## src/rtl/slfp_pkg.sv

```systemverilog
// shared types and constants of the sync/length frame parser
`timescale 1ns / 1ps

package slfp_pkg;

	localparam logic [7:0] SYNC_A = 8'hAA;
	localparam logic [7:0] SYNC_B = 8'h55;
	localparam logic [15:0] HDR_FIELD_BYTES = 16'd3;

	typedef enum logic [3:0] {
		PH_HUNT0    = 4'd0,
		PH_HUNT1    = 4'd1,
		PH_LEN_HI   = 4'd2,
		PH_LEN_LO   = 4'd3,
		PH_TYPE     = 4'd4,
		PH_ID_HI    = 4'd5,
		PH_ID_LO    = 4'd6,
		PH_PAYLOAD  = 4'd7,
		PH_TRL0     = 4'd8,
		PH_TRL1_OK  = 4'd9,
		PH_TRL1_BAD = 4'd10
	} phase_t;

	typedef enum logic [1:0] {
		KIND_PAYLOAD     = 2'd0,
		KIND_GOOD        = 2'd1,
		KIND_BAD_TRAILER = 2'd2,
		KIND_SHORT       = 2'd3
	} kind_t;

	typedef struct packed {
		kind_t       kind;
		logic [7:0]  payload_byte;
		logic [7:0]  frame_type;
		logic [15:0] frame_id;
		logic [15:0] frame_length;
	} res_t;

	// result handed from the parser to the output stage
	typedef struct packed {
		logic vld;
		res_t res;
	} push_t;

endpackage

```

## src/rtl/slfp_byte_if.sv

```systemverilog
// byte input channel
`timescale 1ns / 1ps

interface slfp_byte_if;
	logic       valid;
	logic       ready;
	logic [7:0] rx_byte;

	modport source (output valid, output rx_byte, input ready);
	modport sink (input valid, input rx_byte, output ready);
endinterface

```

## src/rtl/slfp_res_if.sv

```systemverilog
// result output channel
`timescale 1ns / 1ps

interface slfp_res_if;
	logic        valid;
	logic        ready;
	logic [1:0]  kind;
	logic [7:0]  payload_byte;
	logic [7:0]  frame_type;
	logic [15:0] frame_id;
	logic [15:0] frame_length;

	modport source (output valid, output kind, output payload_byte, output frame_type,
		output frame_id, output frame_length, input ready);
	modport sink (input valid, input kind, input payload_byte, input frame_type,
		input frame_id, input frame_length, output ready);
endinterface

```

## src/rtl/slfp_parser.sv

```systemverilog
// frame state machine and header field registers
`timescale 1ns / 1ps

module slfp_parser (
	input  logic           clk,
	input  logic           arst_n,
	input  logic           in_fire,
	input  logic [7:0]     rx_byte,
	output slfp_pkg::push_t push
);
	import slfp_pkg::*;

	phase_t      phase_q, phase_d;
	logic [15:0] length_q, length_d;
	logic [15:0] left_q, left_d;
	logic [7:0]  type_q, type_d;
	logic [15:0] id_q, id_d;
	logic [15:0] len_full;
	logic [15:0] left_dec;

	assign len_full = {length_q[15:8], rx_byte};
	assign left_dec = left_q - 16'd1;

	// state register and frame fields
	always_ff @(posedge clk or negedge arst_n) begin
		if (!arst_n) begin
			phase_q  <= PH_HUNT0;
			length_q <= '0;
			left_q   <= '0;
			type_q   <= '0;
			id_q     <= '0;
		end else if (in_fire) begin
			phase_q  <= phase_d;
			length_q <= length_d;
			left_q   <= left_d;
			type_q   <= type_d;
			id_q     <= id_d;
		end
	end

	// next state and result for the byte at the input
	always_comb begin
		phase_d  = phase_q;
		length_d = length_q;
		left_d   = left_q;
		type_d   = type_q;
		id_d     = id_q;
		push.vld = 1'b0;
		push.res.kind         = KIND_PAYLOAD;
		push.res.payload_byte = '0;
		push.res.frame_type   = type_q;
		push.res.frame_id     = id_q;
		push.res.frame_length = length_q;
		unique case (phase_q)
			PH_HUNT1: begin
				if (rx_byte == SYNC_B) begin
					type_d   = '0;
					id_d     = '0;
					length_d = '0;
					left_d   = '0;
					phase_d  = PH_LEN_HI;
				end else if (rx_byte != SYNC_A) begin
					phase_d = PH_HUNT0;
				end
			end
			PH_LEN_HI: begin
				length_d = {rx_byte, 8'h00};
				phase_d  = PH_LEN_LO;
			end
			PH_LEN_LO: begin
				length_d = len_full;
				if (len_full < HDR_FIELD_BYTES) begin
					phase_d  = PH_HUNT0;
					push.vld = in_fire;
					push.res.kind         = KIND_SHORT;
					push.res.frame_length = len_full;
				end else begin
					left_d  = len_full - HDR_FIELD_BYTES;
					phase_d = PH_TYPE;
				end
			end
			PH_TYPE: begin
				type_d  = rx_byte;
				phase_d = PH_ID_HI;
			end
			PH_ID_HI: begin
				id_d    = {rx_byte, 8'h00};
				phase_d = PH_ID_LO;
			end
			PH_ID_LO: begin
				id_d    = {id_q[15:8], rx_byte};
				phase_d = (left_q != 16'd0) ? PH_PAYLOAD : PH_TRL0;
			end
			PH_PAYLOAD: begin
				left_d = left_dec;
				if (left_dec == 16'd0) begin
					phase_d = PH_TRL0;
				end
				push.vld = in_fire;
				push.res.kind         = KIND_PAYLOAD;
				push.res.payload_byte = rx_byte;
			end
			PH_TRL0: begin
				phase_d = (rx_byte == SYNC_B) ? PH_TRL1_OK : PH_TRL1_BAD;
			end
			PH_TRL1_OK, PH_TRL1_BAD: begin
				phase_d  = PH_HUNT0;
				push.vld = in_fire;
				push.res.kind = (phase_q == PH_TRL1_OK && rx_byte == SYNC_A) ?
					KIND_GOOD : KIND_BAD_TRAILER;
			end
			default: begin
				// hunting for the first header byte, also unused codes
				phase_d = (rx_byte == SYNC_A) ? PH_HUNT1 : PH_HUNT0;
			end
		endcase
	end

endmodule

```

## src/rtl/slfp_out_stage.sv

```systemverilog
// result register with a skid entry
`timescale 1ns / 1ps

module slfp_out_stage (
	input  logic            clk,
	input  logic            arst_n,
	input  slfp_pkg::push_t push,
	output logic            in_ready,
	slfp_res_if.source      res
);
	import slfp_pkg::*;

	logic out_vld_q;
	res_t out_q;
	logic skid_vld_q;
	res_t skid_q;
	logic out_fire;
	logic out_free;

	assign out_fire = out_vld_q & res.ready;
	assign out_free = ~out_vld_q | out_fire;
	// bytes keep flowing while the skid entry is empty
	assign in_ready = ~skid_vld_q;

	// valid flags
	always_ff @(posedge clk or negedge arst_n) begin
		if (!arst_n) begin
			out_vld_q  <= 1'b0;
			skid_vld_q <= 1'b0;
		end else if (out_free) begin
			out_vld_q  <= skid_vld_q | push.vld;
			skid_vld_q <= 1'b0;
		end else if (push.vld) begin
			skid_vld_q <= 1'b1;
		end
	end

	// payload registers
	always_ff @(posedge clk) begin
		if (out_free) begin
			out_q <= skid_vld_q ? skid_q : push.res;
		end else if (push.vld) begin
			skid_q <= push.res;
		end
	end

	assign res.valid        = out_vld_q;
	assign res.kind         = out_q.kind;
	assign res.payload_byte = out_q.payload_byte;
	assign res.frame_type   = out_q.frame_type;
	assign res.frame_id     = out_q.frame_id;
	assign res.frame_length = out_q.frame_length;

endmodule

```

## src/rtl/sync_length_frame_parser_top.sv

```systemverilog
// top level of the sync/length frame parser
// Deframer for a byte stream. Bytes arrive on the rx channel (valid/ready,
// one rx_byte per transfer). The block hunts for the header AA 55, reads a
// big-endian length, a type byte, a 16-bit id, length-3 payload bytes and
// a 55 AA trailer. Each payload byte leaves on the res channel as kind 0;
// at the trailer a status of kind 1 (good) or 2 (bad trailer) follows, and
// a length below three gives kind 3 right after the low length byte.
// Every result carries the current type, id and length fields.
// Throughput: one byte per cycle while rx ready is high; each result is formed
// combinationally from the frame state and the rx byte and is registered
// into the result register, or into the skid entry while res stalls.
// When res stalls, a skid entry takes one more result; rx ready drops only
// while that entry is occupied.
// Reset (arst_n low) returns the block to hunting, clears the fields and
// drops all pending results.
`timescale 1ns / 1ps

module sync_length_frame_parser_top (
	input  logic        clk,
	input  logic        arst_n,
	slfp_byte_if.sink   rx,
	slfp_res_if.source  res
);
	import slfp_pkg::*;

	logic  in_fire;
	logic  in_ready;
	push_t push;

	assign rx.ready = in_ready;
	assign in_fire  = rx.valid & in_ready;

	// frame parsing
	slfp_parser u_parser (
		.clk     (clk),
		.arst_n  (arst_n),
		.in_fire (in_fire),
		.rx_byte (rx.rx_byte),
		.push    (push)
	);

	// result register
	slfp_out_stage u_out (
		.clk      (clk),
		.arst_n   (arst_n),
		.push     (push),
		.in_ready (in_ready),
		.res      (res)
	);

endmodule
```

## src/flat_wrapper.sv

```systemverilog
// flat-port wrapper written by rule: the top's interface ports become plain ports
module sync_length_frame_parser_top_flat import slfp_pkg::*;
  (clk, arst_n, rx_valid, rx_rx_byte, rx_ready, res_valid, res_kind, res_payload_byte, res_frame_type, res_frame_id, res_frame_length, res_ready);
  slfp_byte_if rx_i ();
  slfp_res_if res_i ();
  input  logic clk;
  input  logic arst_n;
  input wire logic [$bits(rx_i.valid)-1:0] rx_valid;
  input wire logic [$bits(rx_i.rx_byte)-1:0] rx_rx_byte;
  output wire logic [$bits(rx_i.ready)-1:0] rx_ready;
  output wire logic [$bits(res_i.valid)-1:0] res_valid;
  output wire logic [$bits(res_i.kind)-1:0] res_kind;
  output wire logic [$bits(res_i.payload_byte)-1:0] res_payload_byte;
  output wire logic [$bits(res_i.frame_type)-1:0] res_frame_type;
  output wire logic [$bits(res_i.frame_id)-1:0] res_frame_id;
  output wire logic [$bits(res_i.frame_length)-1:0] res_frame_length;
  input wire logic [$bits(res_i.ready)-1:0] res_ready;
  assign rx_i.valid = rx_valid;
  assign rx_i.rx_byte = rx_rx_byte;
  assign rx_ready = rx_i.ready;
  assign res_valid = res_i.valid;
  assign res_kind = res_i.kind;
  assign res_payload_byte = res_i.payload_byte;
  assign res_frame_type = res_i.frame_type;
  assign res_frame_id = res_i.frame_id;
  assign res_frame_length = res_i.frame_length;
  assign res_i.ready = res_ready;
  sync_length_frame_parser_top u_core (.clk(clk), .arst_n(arst_n), .rx(rx_i), .res(res_i));
endmodule
```

## config.mk

```make
export PLATFORM = sky130hd
export DESIGN_NAME = sync_length_frame_parser_top_flat
export DESIGN_NICKNAME = d
export VERILOG_FILES = /design/src/rtl/slfp_pkg.sv /design/src/rtl/slfp_byte_if.sv /design/src/rtl/slfp_res_if.sv /design/src/rtl/slfp_parser.sv /design/src/rtl/slfp_out_stage.sv /design/src/rtl/sync_length_frame_parser_top.sv /design/src/flat_wrapper.sv
export SDC_FILE = /design/constraint.sdc
export NUM_CORES = 1
export LEC_CHECK = 0
export ABC_AREA = 1
export ABC_CLOCK_PERIOD_IN_PS = 5400
export BUFFER_PORTS_ARGS = -buffer_cell sky130_fd_sc_hd__buf_2
export CORE_UTILIZATION = 62
export CTS_BUF_LIST = sky130_fd_sc_hd__clkbuf_4 sky130_fd_sc_hd__clkbuf_8
export CTS_CLUSTER_SIZE = 10
export DETAILED_ROUTE_END_ITERATION = 8
export GPL_ROUTABILITY_DRIVEN = 0
export HOLD_SLACK_MARGIN = 0.15
export PLACE_DENSITY = 0.85
export SYNTH_ARGS = -nofsm -noshare
export SYNTH_HDL_FRONTEND = slang
export SYNTH_SLANG_ARGS = --single-unit
```

## constraint.sdc

```tcl
create_clock -name clk -period 5.4 [get_ports clk]
set_clock_uncertainty 0.2 [all_clocks]
set_input_delay 0.27 -clock clk [delete_from_list [all_inputs] [get_ports clk]]
set_output_delay 0.27 -clock clk [all_outputs]
set_load 0.03 [all_outputs]
```

# Yosys cells after proc, flatten, opt, wreduce, memory -nomap -nowiden
# Index checks and enable logic that the tools add are counted.
# totals
reg_bits	162
input_bits	12
elab_cells	91
# classes
n_eq_ne	17
n_lt_le_gt_ge	1
n_bitwise	9
n_addsub	2
muxes	24
n_reduce_logical	19
# ops
op	count
one-hot mux 16 bit (3 select lines)	3
2-to-1 mux 50 bit	1
one-hot mux 4 bit (9 select lines)	1
2-to-1 mux 16 bit	2
2-to-1 mux 8 bit	4
equality test 4 x 3 -> 1 bit, second input constant	4
zero test 16 bit	1
less-than comparator 16 x 2 -> 1 bit, second input constant	1
2-to-1 mux 4 bit	4
one-hot mux 8 bit (2 select lines)	1
nonzero test 16 bit	1
subtractor 16 x 1 -> 16 bit, second input constant	1
subtractor 16 x 2 -> 16 bit, second input constant	1
equality test 4 bit, second input constant	3
AND reduction 3 bit	4
AND reduction 4 bit	3
one-hot mux 3 bit (3 select lines)	1
nonzero test 3 bit	3
equality test 4 x 2 -> 1 bit, second input constant	2
equality test 8 x 7 -> 1 bit, second input constant	1
equality test 8 bit, second input constant	1
inequality test 8 bit, second input constant	1
nonzero test 2 bit	4
2-to-1 mux 3 bit	2
11 further kinds	22

# Depth between registers and ports, before layout
# Gate-level depths: netlist of the first run.
# logic_depth
depth_word	6
ltp_mapped	15
depth_no_buf	15

# Modules after synthesis
# From an unflattened synthesis of the first run, not the netlist that was laid out.
# unflattened
hier_cells	796
hier_area_um2	7734.9
# modules_own_cells
module	area_each_um2	cells_each	n_inst
slfp_parser	3900.0	523	1
slfp_out_stage	3827.4	271	1
sync_length_frame_parser_top	7.5	2	1

# Least setup slack after synthesis of the first run
# OpenSTA, ideal clock, no wires.
# synth_timing
path_kind	reg-to-reg
from	register u_core.u_out.out_vld_q, in the netlist u_core.u_out.res.valid
to	register u_core.u_out.skid_q[0] (netlist bit), enable pin
stages_incl_launch_ff	3
t_arrival_ns	3.974
period_less_slack_ns	4.633
setup_time_ns	0.459
required_ns	4.741
slack_ns	0.767
path_cell_list	dfrtp_1 > nand2_1 > nor2_1
# synth_via
elab_chain_len	4
word_cells_on_any_way	5
cone_classes	4 x bitwise; 1 x reduce/logical
# synth_rtl
item	line_no	source
start, declared	slfp_out_stage.sv:13	logic out_vld_q;
start signal, assigned	slfp_out_stage.sv:31	out_vld_q <= skid_vld_q | push.vld;
AND 1 bit or NOT 1 bit (tied branches)	slfp_out_stage.sv:20, slfp_out_stage.sv:21	
bitwise OR 1 bit (*)	slfp_out_stage.sv:21	assign out_free = ~out_vld_q | out_fire;
named net u_core.u_out.out_free	slfp_out_stage.sv:18	logic out_free;
NOT 1 bit (no source line) (*)	--	
AND reduction 2 bit (no source line) (*)	--	
end signal, assigned	slfp_out_stage.sv:43	skid_q <= push.res;
end, declared	slfp_out_stage.sv:16	res_t skid_q;
# Mark *: on every way through the listed nets, which the timed path passes. The rest lies on a longest branch.
# A chain may end at the register's enable or synchronous reset.

# Worst setup path after layout of the first run
# layout_timing
from	input rx_rx_byte[0]
to	register u_core.u_out.skid_q[44] (netlist bit), enable pin
# layout_via
elab_chain_len	4
# layout_rtl
item	line_no	source
start, declared	flat_wrapper.sv:9	input wire logic [$bits(rx_i.rx_byte)-1:0] rx_rx_byte;
less-than comparator 16 x 2 -> 1 bit	slfp_parser.sv:72	if (len_full < HDR_FIELD_BYTES) begin
2-to-1 mux 3 bit	slfp_parser.sv:72	
one-hot mux 3 bit (3 select lines)	slfp_parser.sv:54	unique case (phase_q)
AND reduction 2 bit (no source line)	--	
# Every way passes these cells.

==> impl_metrics.py, run 1 <==
metrics = {
    "layout": {
        "design_area_um2": 8230,
        "fin_util_pct": 71.8,
        "area_growth_syn_to_layout_pct": 12.1,
        "drive_gt1_share_pct": 17.2,
        "diodes": 0,
        "nets": 835,
        "final_cells": 974,
    },
    "sta": {
        "setup_tns_ns": 0,
        "rsz0062_at_grt": "false",
        "worst_pin_slew_ns": 0.973,
        "fmax_ghz": 0.287,
        "slew_viol_final": 0,
        "report.final.hold_viol_count": 0,
        "min_period_over_period_pct": 64.6,
        "relSlewSlack_pct": 34.5,
        "post-route-min-period_ns": 3.49,
        "setup_ws_ns": 1.91,
        "setup_viol": 0,
    },
    "global_route": {
        "antenna_found_initial": 0,
        "grt_overflow": 0,
        "grtUsageMet2_pct": 44.1,
        "grt_max_degree": 89,
        "grt_pass1_wl_mm": 26.5,
        "top_usage_layer": "met2",
        "grt_pass1_vias": 5392,
        "grtUsageMet1_pct": 36.2,
        "grtUsageMet3_pct": 5.63,
        "grt.total_usage_pct": 27.8,
    },
    "place": {
        "io_buffers": 63,
        "post-place-ws_ns": 2.03,
        "place_area_um2": 7750,
        "dpl.cell_count": 932,
        "post-dp-hpwl_mm": 10.8,
    },
    "yosys": {
        "netlist_instances": 745,
        "yosysWarnings": 0,
        "syn_area_um2": 7340,
        "synth_flop_cell": "edfxtp_1",
        "synth.net_count": 762,
        "seq_area_frac_synth_pct": 62.0,
        "ys_seq_elements": 162,
        "postSynthAreaPerCell_um2": 9.85,
        "synth_cell_types": 37,
        "synth_edf_count": 100,
        "postSynth.asyncResetShare_pct": 38.3,
    },
    "critical_path": {
        "cp_cell_sequence": "dlygate4sd3_1 -> buf_2 -> ha_1 -> inv_1 -> nand2_2 -> nor2_4 -> nand2_2 -> nor3_4 -> nand3_4 -> nand3_2 -> nand2_1 -> nor2_4 -> buf_4",
        "end_kind": "register",
        "critPathMaxStageDelay_ns": 0.52,
        "critPathMaxFanout": 27,
        "cp.required_ns": 5.31,
        "worstSetupStartpointType": "input pin",
        "crit_cells": 13,
        "cp_top_family": "simple AND/OR/NAND/NOR gates",
        "crit_buf_inv": 4,
        "reg2reg_depth": 8,
        "cpMaxStageDelayCell": "dlygate4sd3_1",
        "crit_type": "in2reg",
        "cp.arrival_ns": 3.40,
    },
    "floorplanning": {
        "dieHeight_um": 111,
        "start_util_pct": 64.0,
        "io_pins": 64,
        "die-area_um2": 12300,
        "die_width_um": 111,
        "num_rows": 39,
        "core-area_um2": 11500,
    },
    "clock_tree": {
        "path_clk_slew_ns": 0.08,
        "post-cts-setup-buffers": 0,
        "clkLatencyLatePin_ns": 0.47,
        "hold_buffers": 10,
        "cts_max_level": 4,
        "cts_repair_resize_count": 0,
        "cts_root_buf": "clkbuf_8",
        "max-clock-path-buffers": 2,
        "numCtsBuffers": 17,
        "cts_tree": "yes",
        "clock-sinks": 162,
    },
    "route": {
        "ant_nets": 0,
        "routed_wirelength_mm": 16.3,
        "via_per_inst": 5.87,
        "dr.pass1.iters": 5,
        "wl_per_cell_um": 16.7,
        "drt_iter0_drc": 690,
        "via_count": 5716,
        "drc": 0,
    },
    "power": {
        "p_leak_nw": 3.48,
        "peakVddDrop_mv": 0.215,
        "p_per_area_nw_per_um2": 306,
    },
    "worst_hold_path": {
        "hold_path.class": "reg2reg",
        "min_path_cells": 0,
    },
    "job": {
        "cap_violations": 0,
    },
    "run_status": {
        "status": "finished clean",
    },
}
-- where the power goes --
part           total, mW  switching [mW]  internal, mW
clock              0.861           0.428         0.433
sequential          1.42          0.0398          1.39
combinational      0.234           0.166        0.0684
total               2.52           0.634          1.89
-- layout by cell type, fill, tap and decap left out, types with 2 or more instances in the layout --
cell	netlist	routed
nor3_1	6	6
o21ai_1	17	17
nor2_4	3	4
inv_4	0	2
clkbuf_8	0	18
a21oi_1	3	3
o21ai_2	16	16
buf_2	2	63
xor2_1	5	5
nor4_1	2	2
clkinv_2	0	6
inv_1	87	87
clkbuf_4	0	3
nand3_1	39	39
o22ai_1	31	31
inv_2	6	6
o21ai_0	47	47
nand4_1	5	5
ha_1	5	5
o31ai_1	8	8
dlygate4sd3_1	0	10
nand2_2	3	4
nand2_1	185	184
edfxtp_1	100	100
bufinv_16	0	2
nor2_2	7	7
nor2_1	73	72
buf_4	0	4
dfrtp_1	62	61
-- registers in the layout, indices dropped and copies added (netlist names) --
name,flops
u_core.u_out.skid_vld_q,1
u_core.u_parser.left_q,16
u_core.u_out.skid_q,50
u_core.u_parser.length_q,16
u_core.u_out.res.frame_id,16
u_core.u_out.res.kind,2
u_core.u_parser.id_q,16
u_core.u_parser.type_q,8
u_core.u_out.res.frame_length,16
u_core.u_out.res.payload_byte,8
u_core.u_parser.phase_q,4
u_core.u_out.res.frame_type,8
u_core.u_out.res.valid,1
-- worst paths after layout --
check                                                        from                                    end  slack [ns]
min reg2reg                   u_core.u_parser.id_q[9]$_DFFE_PN0P_      u_core.u_out.skid_q[25]$_DFFE_PP_        0.25
max reg2reg                u_core.u_parser.phase_q[3]$_DFFE_PN0P_      u_core.u_out.skid_q[44]$_DFFE_PP_        2.09
max in group asynchronous                                  arst_n    u_core.u_out.skid_vld_q$_DFFE_PN0P_        4.12
min in group asynchronous                                  arst_n  u_core.u_parser.left_q[5]$_DFFE_PN0P_        0.30
max                                                 rx_rx_byte[0]      u_core.u_out.skid_q[44]$_DFFE_PP_        1.91
min                           u_core.u_parser.id_q[9]$_DFFE_PN0P_      u_core.u_out.skid_q[25]$_DFFE_PP_        0.25
-- Yosys cell counts, types with 6 or more instances --
cell / n / area [µm²]
dfrtp_1: 62 / 1550
nand3_1: 39 / 195
o21ai_1: 17 / 85.1
inv_2: 6 / 22.5
inv_1: 87 / 327
nand2_1: 185 / 694
clkbuf_1: 14 / 52.6
nor2_1: 73 / 274
o21ai_0: 47 / 235
o22ai_1: 31 / 194
nor3_1: 6 / 30.0
edfxtp_1: 100 / 3000
o31ai_1: 8 / 60.1
nor2_2: 7 / 43.8
o21ai_2: 16 / 140
-- stage by stage --
step | hold WS [ns] | power (mW)
floorplan | -0.226 | 1.59
global placement | 0.225 | 1.66
detailed placement | 0.230 | 1.67
CTS | 0.247 | 2.52
global route | 0.257 | 2.60
finish | 0.248 | 2.52
-- kinds of logic (layout without fill, tap and decap cells) --
kind of cell	count (synthesis)	after routing	synth area share, %
fa+ha+maj	5	5	0.852
xor+xnor	6	6	0.716
flops	162	162	62.0
simple gates	328	328	19.0
compound gates	128	128	10.9
buf+inv	116	202	6.48
-- metal layers --
layer / vias to the layer above / routed length (µm)
li1: 2640 / -
met5: - / 0
met3: 75 / 1360
met4: 0 / 766
met2: 335 / 7710
met1: 2666 / 6460
-- area by class of cell --
type                    instances  area (µm²)
flip-flops and latches        162        4560
fillers                       772        3240
multi-input cells             467        2320
repair buffers                 77         445
inverters                      93         349
clock buffers                  21         270
well taps                     143         179
clock inverters                11         110
(Power assumes the default switching activity.)
==> inputs of run 2 (changes only) <==
- ABC_CLOCK_PERIOD_IN_PS: 5400 -> 3000
- CORE_UTILIZATION: 62 -> 56
- PLACE_DENSITY: 0.85 -> 0.82
- clock period: 5.4 -> 3 ns (I/O delays scaled with it)
==> impl_metrics.py, run 2 (same netlist as run 1, synthesis figures left out) <==
metrics = {
    "sta": {
        "fmax_ghz": 0.370,
        "rsz0062_at_grt": "false",
        "slew_viol_final": 0,
        "post-route-min-period_ns": 2.70,
        "worst_pin_slew_ns": 0.765,
        "setup_ws_ns": 0.301,
        "setup_tns_ns": 0,
        "relSlewSlack_pct": 48.8,
        "report.final.hold_viol_count": 0,
        "min_period_over_period_pct": 90.0,
        "setup_viol": 0,
    },
    "clock_tree": {
        "numCtsBuffers": 17,
        "path_clk_slew_ns": 0.08,
        "clkLatencyLatePin_ns": 0.47,
        "cts_root_buf": "clkbuf_8",
        "max-clock-path-buffers": 2,
        "cts_tree": "yes",
        "clock-sinks": 162,
        "cts_max_level": 4,
        "post-cts-setup-buffers": 0,
    },
    "layout": {
        "n_fill_cell": 1000,
        "drive_gt1_share_pct": 17.9,
        "fin_util_pct": 65.7,
        "final_common_cell": "nand2_1",
        "final_cells": 1014,
        "largest_register_ffs": 50,
        "regMostFlops": "u_core.u_out.skid_q",
        "diodes": 0,
        "final_cell_mix": "nand2_1 (184), edfxtp_1 (100), inv_1 (87)",
        "nets": 846,
        "area_growth_syn_to_layout_pct": 13.9,
    },
    "floorplanning": {
        "die_width_um": 116,
        "num_rows": 41,
        "start_util_pct": 57.7,
        "core-area_um2": 12700,
        "dieHeight_um": 116,
        "die-area_um2": 13600,
        "io_pins": 64,
    },
    "place": {
        "dpl.cell_count": 970,
        "post-place-ws_ns": 0.413,
        "post-dp-hpwl_mm": 10.9,
        "io_buffers": 63,
    },
    "route": {
        "via_per_inst": 5.40,
        "dr.pass1.iters": 5,
        "drt_iter0_drc": 484,
        "drc": 0,
        "ant_nets": 0,
        "wl_per_cell_um": 15.4,
        "via_count": 5472,
        "routed_wirelength_mm": 15.6,
    },
    "critical_path": {
        "end_kind": "register",
        "reg2reg_depth": 8,
        "r2r_slack_ns": 0.54,
        "cpMaxStageDelayCell": "dlygate4sd3_1",
        "cp.required_ns": 2.94,
        "cp.arrival_ns": 2.64,
        "cp_cell_sequence": "dlygate4sd3_1 -> buf_2 -> ha_1 -> inv_1 -> nand2_2 -> nor2_4 -> nand2_2 -> nor3_4 -> nand3_4 -> nand3_2 -> nand2_1 -> nor2_4 -> buf_4",
        "crit_type": "in2reg",
        "worstReg2RegEnd": "u_core.u_out.skid_q[6]$_DFFE_PP_",
        "worstSetupStartpointType": "input pin",
        "r2r_start": "u_core.u_parser.length_q[13]$_DFFE_PN0P_",
        "critPathMaxFanout": 24,
        "critPathMaxStageDelay_ns": 0.54,
    },
    "power": {
        "p_per_area_nw_per_um2": 532,
        "total_power_mw": 4.45,
        "p_leak_nw": 3.53,
        "switchingPower_mw": 1.23,
        "clkPwrFrac_pct": 32.8,
        "peakVddDrop_mv": 0.247,
        "p_int_mw": 3.22,
        "switching_share_pct": 27.7,
        "seqPwrFrac_pct": 57.6,
        "combPwrFrac_pct": 9.6,
    },
    "global_route": {
        "top_usage_layer": "met2",
        "antenna_found_initial": 0,
        "grtUsageMet3_pct": 6.28,
        "grt_max_degree": 89,
        "grt.total_usage_pct": 25.2,
        "grt_pass1_wl_mm": 25.1,
        "grtUsageMet1_pct": 32.7,
        "grt_overflow": 0,
        "grtUsageMet2_pct": 41.1,
        "grt_pass1_vias": 4879,
    },
    "worst_hold_path": {
        "hold_path.class": "in2reg",
        "worstHoldStart": "res_ready",
        "min_path_cells": 3,
        "whs_endpoint": "u_core.u_out.res.frame_type[1]$_DFFE_PN_",
    },
    "run_status": {
        "status": "finished clean",
    },
    "job": {
        "cap_violations": 0,
    },
}
==> run 2: cell types whose count changed in the layout (fill, tap and decap cells not counted) <==
cell | previous run | this run
buf_12 | 0 | 3
buf_4 | 4 | 11
bufinv_16 | 2 | 0
clkbuf_4 | 3 | 0
clkbuf_8 | 18 | 17
clkinv_1 | 0 | 2
clkinv_2 | 6 | 1
clkinv_4 | 0 | 2
dlygate4sd3_1 | 10 | 11
inv_4 | 2 | 0
inv_6 | 0 | 7
inv_8 | 0 | 2
==> run 2: power by group through the flow <==
| stage | Combinational (mW) | Clock (mW) | Sequential, mW |
|---|---|---|---|
| floorplan | 0.170 | 0 | 2.70 |
| global placement | 0.399 | 0 | 2.60 |
| detailed placement | 0.409 | 0 | 2.61 |
| CTS | 0.426 | 1.47 | 2.56 |
| global route | 0.465 | 1.55 | 2.58 |
| finish | 0.427 | 1.46 | 2.56 |
==> run 2: layout make-up <==
type	count	area, µm²	area share, %
clock buffer	17	234	2.80
clock inverter	15	121	1.45
inverter	93	349	4.17
multi-input combinational	467	2320	27.7
sequential	162	4560	54.5
tap	172	215	2.57
timing repair buffer	88	568	6.79
==> run 2: critical path: cells and delay by family <==
family | cells | cell delay (ns)
AND/OR/NAND/NOR | 8 | 1.14
buffers and inverters | 4 | 1.12
adder cells (fa/ha/maj) | 1 | 0.24
==> run 2: per-layer routing <==
metal	routed length [µm]	vias to the layer above	part of all wire (%)
met3	1090	36	7.0
met4	369	0	2.4
met2	7560	228	48
met1	6620	2544	42
li1	-	2664	-
met5	0	-	0
==> run 2: per-stage QoR <==
stage          hold WS [ns]  cell area [µm²]
2_1_floorplan        -0.346             7350
6_report              0.245             8360
3_3_place_gp        0.00493             7880
5_1_grt               0.264             8360
4_1_cts               0.242             8360
3_5_place_dp         0.0169             7880
==> run 2: timing repair <==
item | in CTS | in global routing
hold endpoints to repair | 126 | 0
resized for setup | 0 | 0
hold buffers | 12 | 0
==> run 2: worst max path at each step <==
stage	start	endpoint	depth (start not counted)
global placement	rx_rx_byte[0]	u_core.u_out.skid_q[27]$_DFFE_PP_	12
CTS	rx_rx_byte[0]	u_core.u_out.skid_q[5]$_DFFE_PP_	13
finish	rx_rx_byte[0]	u_core.u_out.skid_q[6]$_DFFE_PP_	13
global route	rx_rx_byte[0]	u_core.u_out.skid_q[6]$_DFFE_PP_	13
detailed placement	rx_rx_byte[0]	u_core.u_out.skid_q[27]$_DFFE_PP_	12
floorplan	rx_rx_byte[0]	u_core.u_out.skid_q[0]$_DFFE_PP_	11
==> inputs of run 3 (changes only) <==
- CORE_UTILIZATION: 56 -> 47
- PLACE_DENSITY: 0.82 -> 0.71
==> impl_metrics.py, run 3 (same netlist as run 1, synthesis figures left out) <==
metrics = {
    "critical_path": {
        "crit_type": "reg2reg",
        "r2r_start": "u_core.u_out.skid_vld_q$_DFFE_PN0P_",
        "cp.arrival_ns": 2.95,
        "critPathMaxFanout": 16,
        "reg2reg_depth": 8,
        "cp.required_ns": 3.21,
        "worstSetupStartpointType": "register",
        "end_kind": "register",
        "worstReg2RegEnd": "u_core.u_parser.length_q[13]$_DFFE_PN0P_",
        "r2r_slack_ns": 0.26,
    },
    "layout": {
        "final_common_cell": "nand2_1",
        "regMostFlops": "u_core.u_out.skid_q",
        "diodes": 0,
        "n_fill_cell": 1343,
        "final_cells": 1031,
        "drive_gt1_share_pct": 18.3,
        "final_cell_mix": "nand2_1 (184), edfxtp_1 (100), inv_1 (87)",
        "area_growth_syn_to_layout_pct": 14.7,
        "design_area_um2": 8420,
        "nets": 847,
        "largest_register_ffs": 50,
    },
    "job": {
        "cap_violations": 0,
    },
    "sta": {
        "worst_pin_slew_ns": 0.844,
        "setup_tns_ns": 0,
        "report.final.hold_viol_count": 0,
        "post-route-min-period_ns": 2.74,
        "fmax_ghz": 0.366,
        "rsz0062_at_grt": "false",
        "relSlewSlack_pct": 43.8,
        "min_period_over_period_pct": 91.2,
        "slew_viol_final": 0,
        "setup_viol": 0,
    },
    "route": {
        "wl_per_cell_um": 15.9,
        "routed_wirelength_mm": 16.4,
        "drt_iter0_drc": 490,
        "via_per_inst": 5.32,
        "ant_nets": 0,
        "via_count": 5484,
        "dr.pass1.iters": 5,
        "drc": 0,
    },
    "clock_tree": {
        "cts_max_level": 4,
        "path_clk_slew_ns": 0.09,
        "numCtsBuffers": 17,
        "hold_buffers": 11,
        "clkLatencyLatePin_ns": 0.48,
        "max-clock-path-buffers": 2,
        "cts_tree": "yes",
        "clock-sinks": 162,
        "cts_repair_resize_count": 0,
        "post-cts-setup-buffers": 0,
        "cts_root_buf": "clkbuf_8",
    },
    "power": {
        "total_power_mw": 4.62,
        "peakVddDrop_mv": 0.307,
        "p_per_area_nw_per_um2": 548,
        "p_leak_nw": 3.54,
    },
    "place": {
        "dpl.cell_count": 988,
        "io_buffers": 63,
        "post-dp-hpwl_mm": 11.1,
        "place_area_um2": 7900,
    },
    "global_route": {
        "grt.total_usage_pct": 22.1,
        "grt_pass1_wl_mm": 26.8,
        "grt_overflow": 0,
        "grt_max_degree": 89,
        "antenna_found_initial": 0,
        "grt_pass1_vias": 5220,
    },
    "floorplanning": {
        "dieHeight_um": 127,
        "num_rows": 45,
        "start_util_pct": 48.3,
        "die_width_um": 127,
        "core-area_um2": 15200,
        "die-area_um2": 16100,
        "io_pins": 64,
    },
    "run_status": {
        "status": "finished clean",
    },
    "worst_hold_path": {
        "hold_path.class": "in2async",
    },
}
run 3: cell count changes in the layout (fill, tap and decap cells not counted), sizes merged:
cell | before | now
clkinv | 5 | 6
clkinvlp | 1 | 3
bufinv | 0 | 2
inv | 102 | 97
buf | 77 | 78
run 3: layout make-up:
cell class,instances,area (µm²),area share (%)
Tap cell,188,235,2.79
Timing Repair Buffer,89,551,6.54
Clock buffer,17,234,2.78
Sequential cell,162,4560,54.1
Multi-Input combinational cell,467,2320,27.6
Inverter,93,349,4.15
Clock inverter,15,175,2.08
run 3: power by group:
group | switching [mW] | internal [mW] | leakage [nW]
Sequential | 0.0705 | 2.49 | 1.56
Clock | 0.868 | 0.760 | 0.199
Combinational | 0.297 | 0.127 | 1.77
run 3: worst max-delay path by stage:
stage	cells past startpoint	startpoint	endpoint
2_1_floorplan	11	rx_rx_byte[0]	u_core.u_out.skid_q[0]$_DFFE_PP_
6_report	8	u_core.u_out.skid_vld_q$_DFFE_PN0P_	u_core.u_parser.length_q[13]$_DFFE_PN0P_
3_5_place_dp	12	rx_rx_byte[0]	u_core.u_out.skid_q[15]$_DFFE_PP_
5_1_grt	8	u_core.u_out.skid_vld_q$_DFFE_PN0P_	u_core.u_parser.length_q[13]$_DFFE_PN0P_
3_3_place_gp	12	rx_rx_byte[0]	u_core.u_out.skid_q[16]$_DFFE_PP_
4_1_cts	8	u_core.u_out.skid_vld_q$_DFFE_PN0P_	u_core.u_parser.length_q[13]$_DFFE_PN0P_
run 3: critical path, stage by stage, from the launching register on:
cell	delay, ns
dfrtp_2	0.41
inv_1	0.35
nand2_1	0.23
a21oi_4	0.24
nand2_2	0.10
nor2_4	0.33
nand3_1	0.12
o21ai_1	0.11
dlygate4sd3_1	0.57
run 3: layer usage:
layer	part of all wire, %	vias to the layer above	track usage, %	wire length [µm]
met4	2.4	0	9.80	386
li1	-	2670	-	-
met3	6.3	31	4.36	1030
met5	0	-	0	0
met2	47	195	34.7	7690
met1	44	2588	29.9	7280
run 3: metrics by stage:
stage               hold WS, ns  utilization, %  worst slack, ns
floorplan                -0.346               -            0.266
global placement          0.180            52.0            0.607
detailed placement        0.185            52.0            0.579
CTS                       0.160            55.4            0.317
global route              0.247            55.4            0.103
finish                    0.152            55.4            0.265
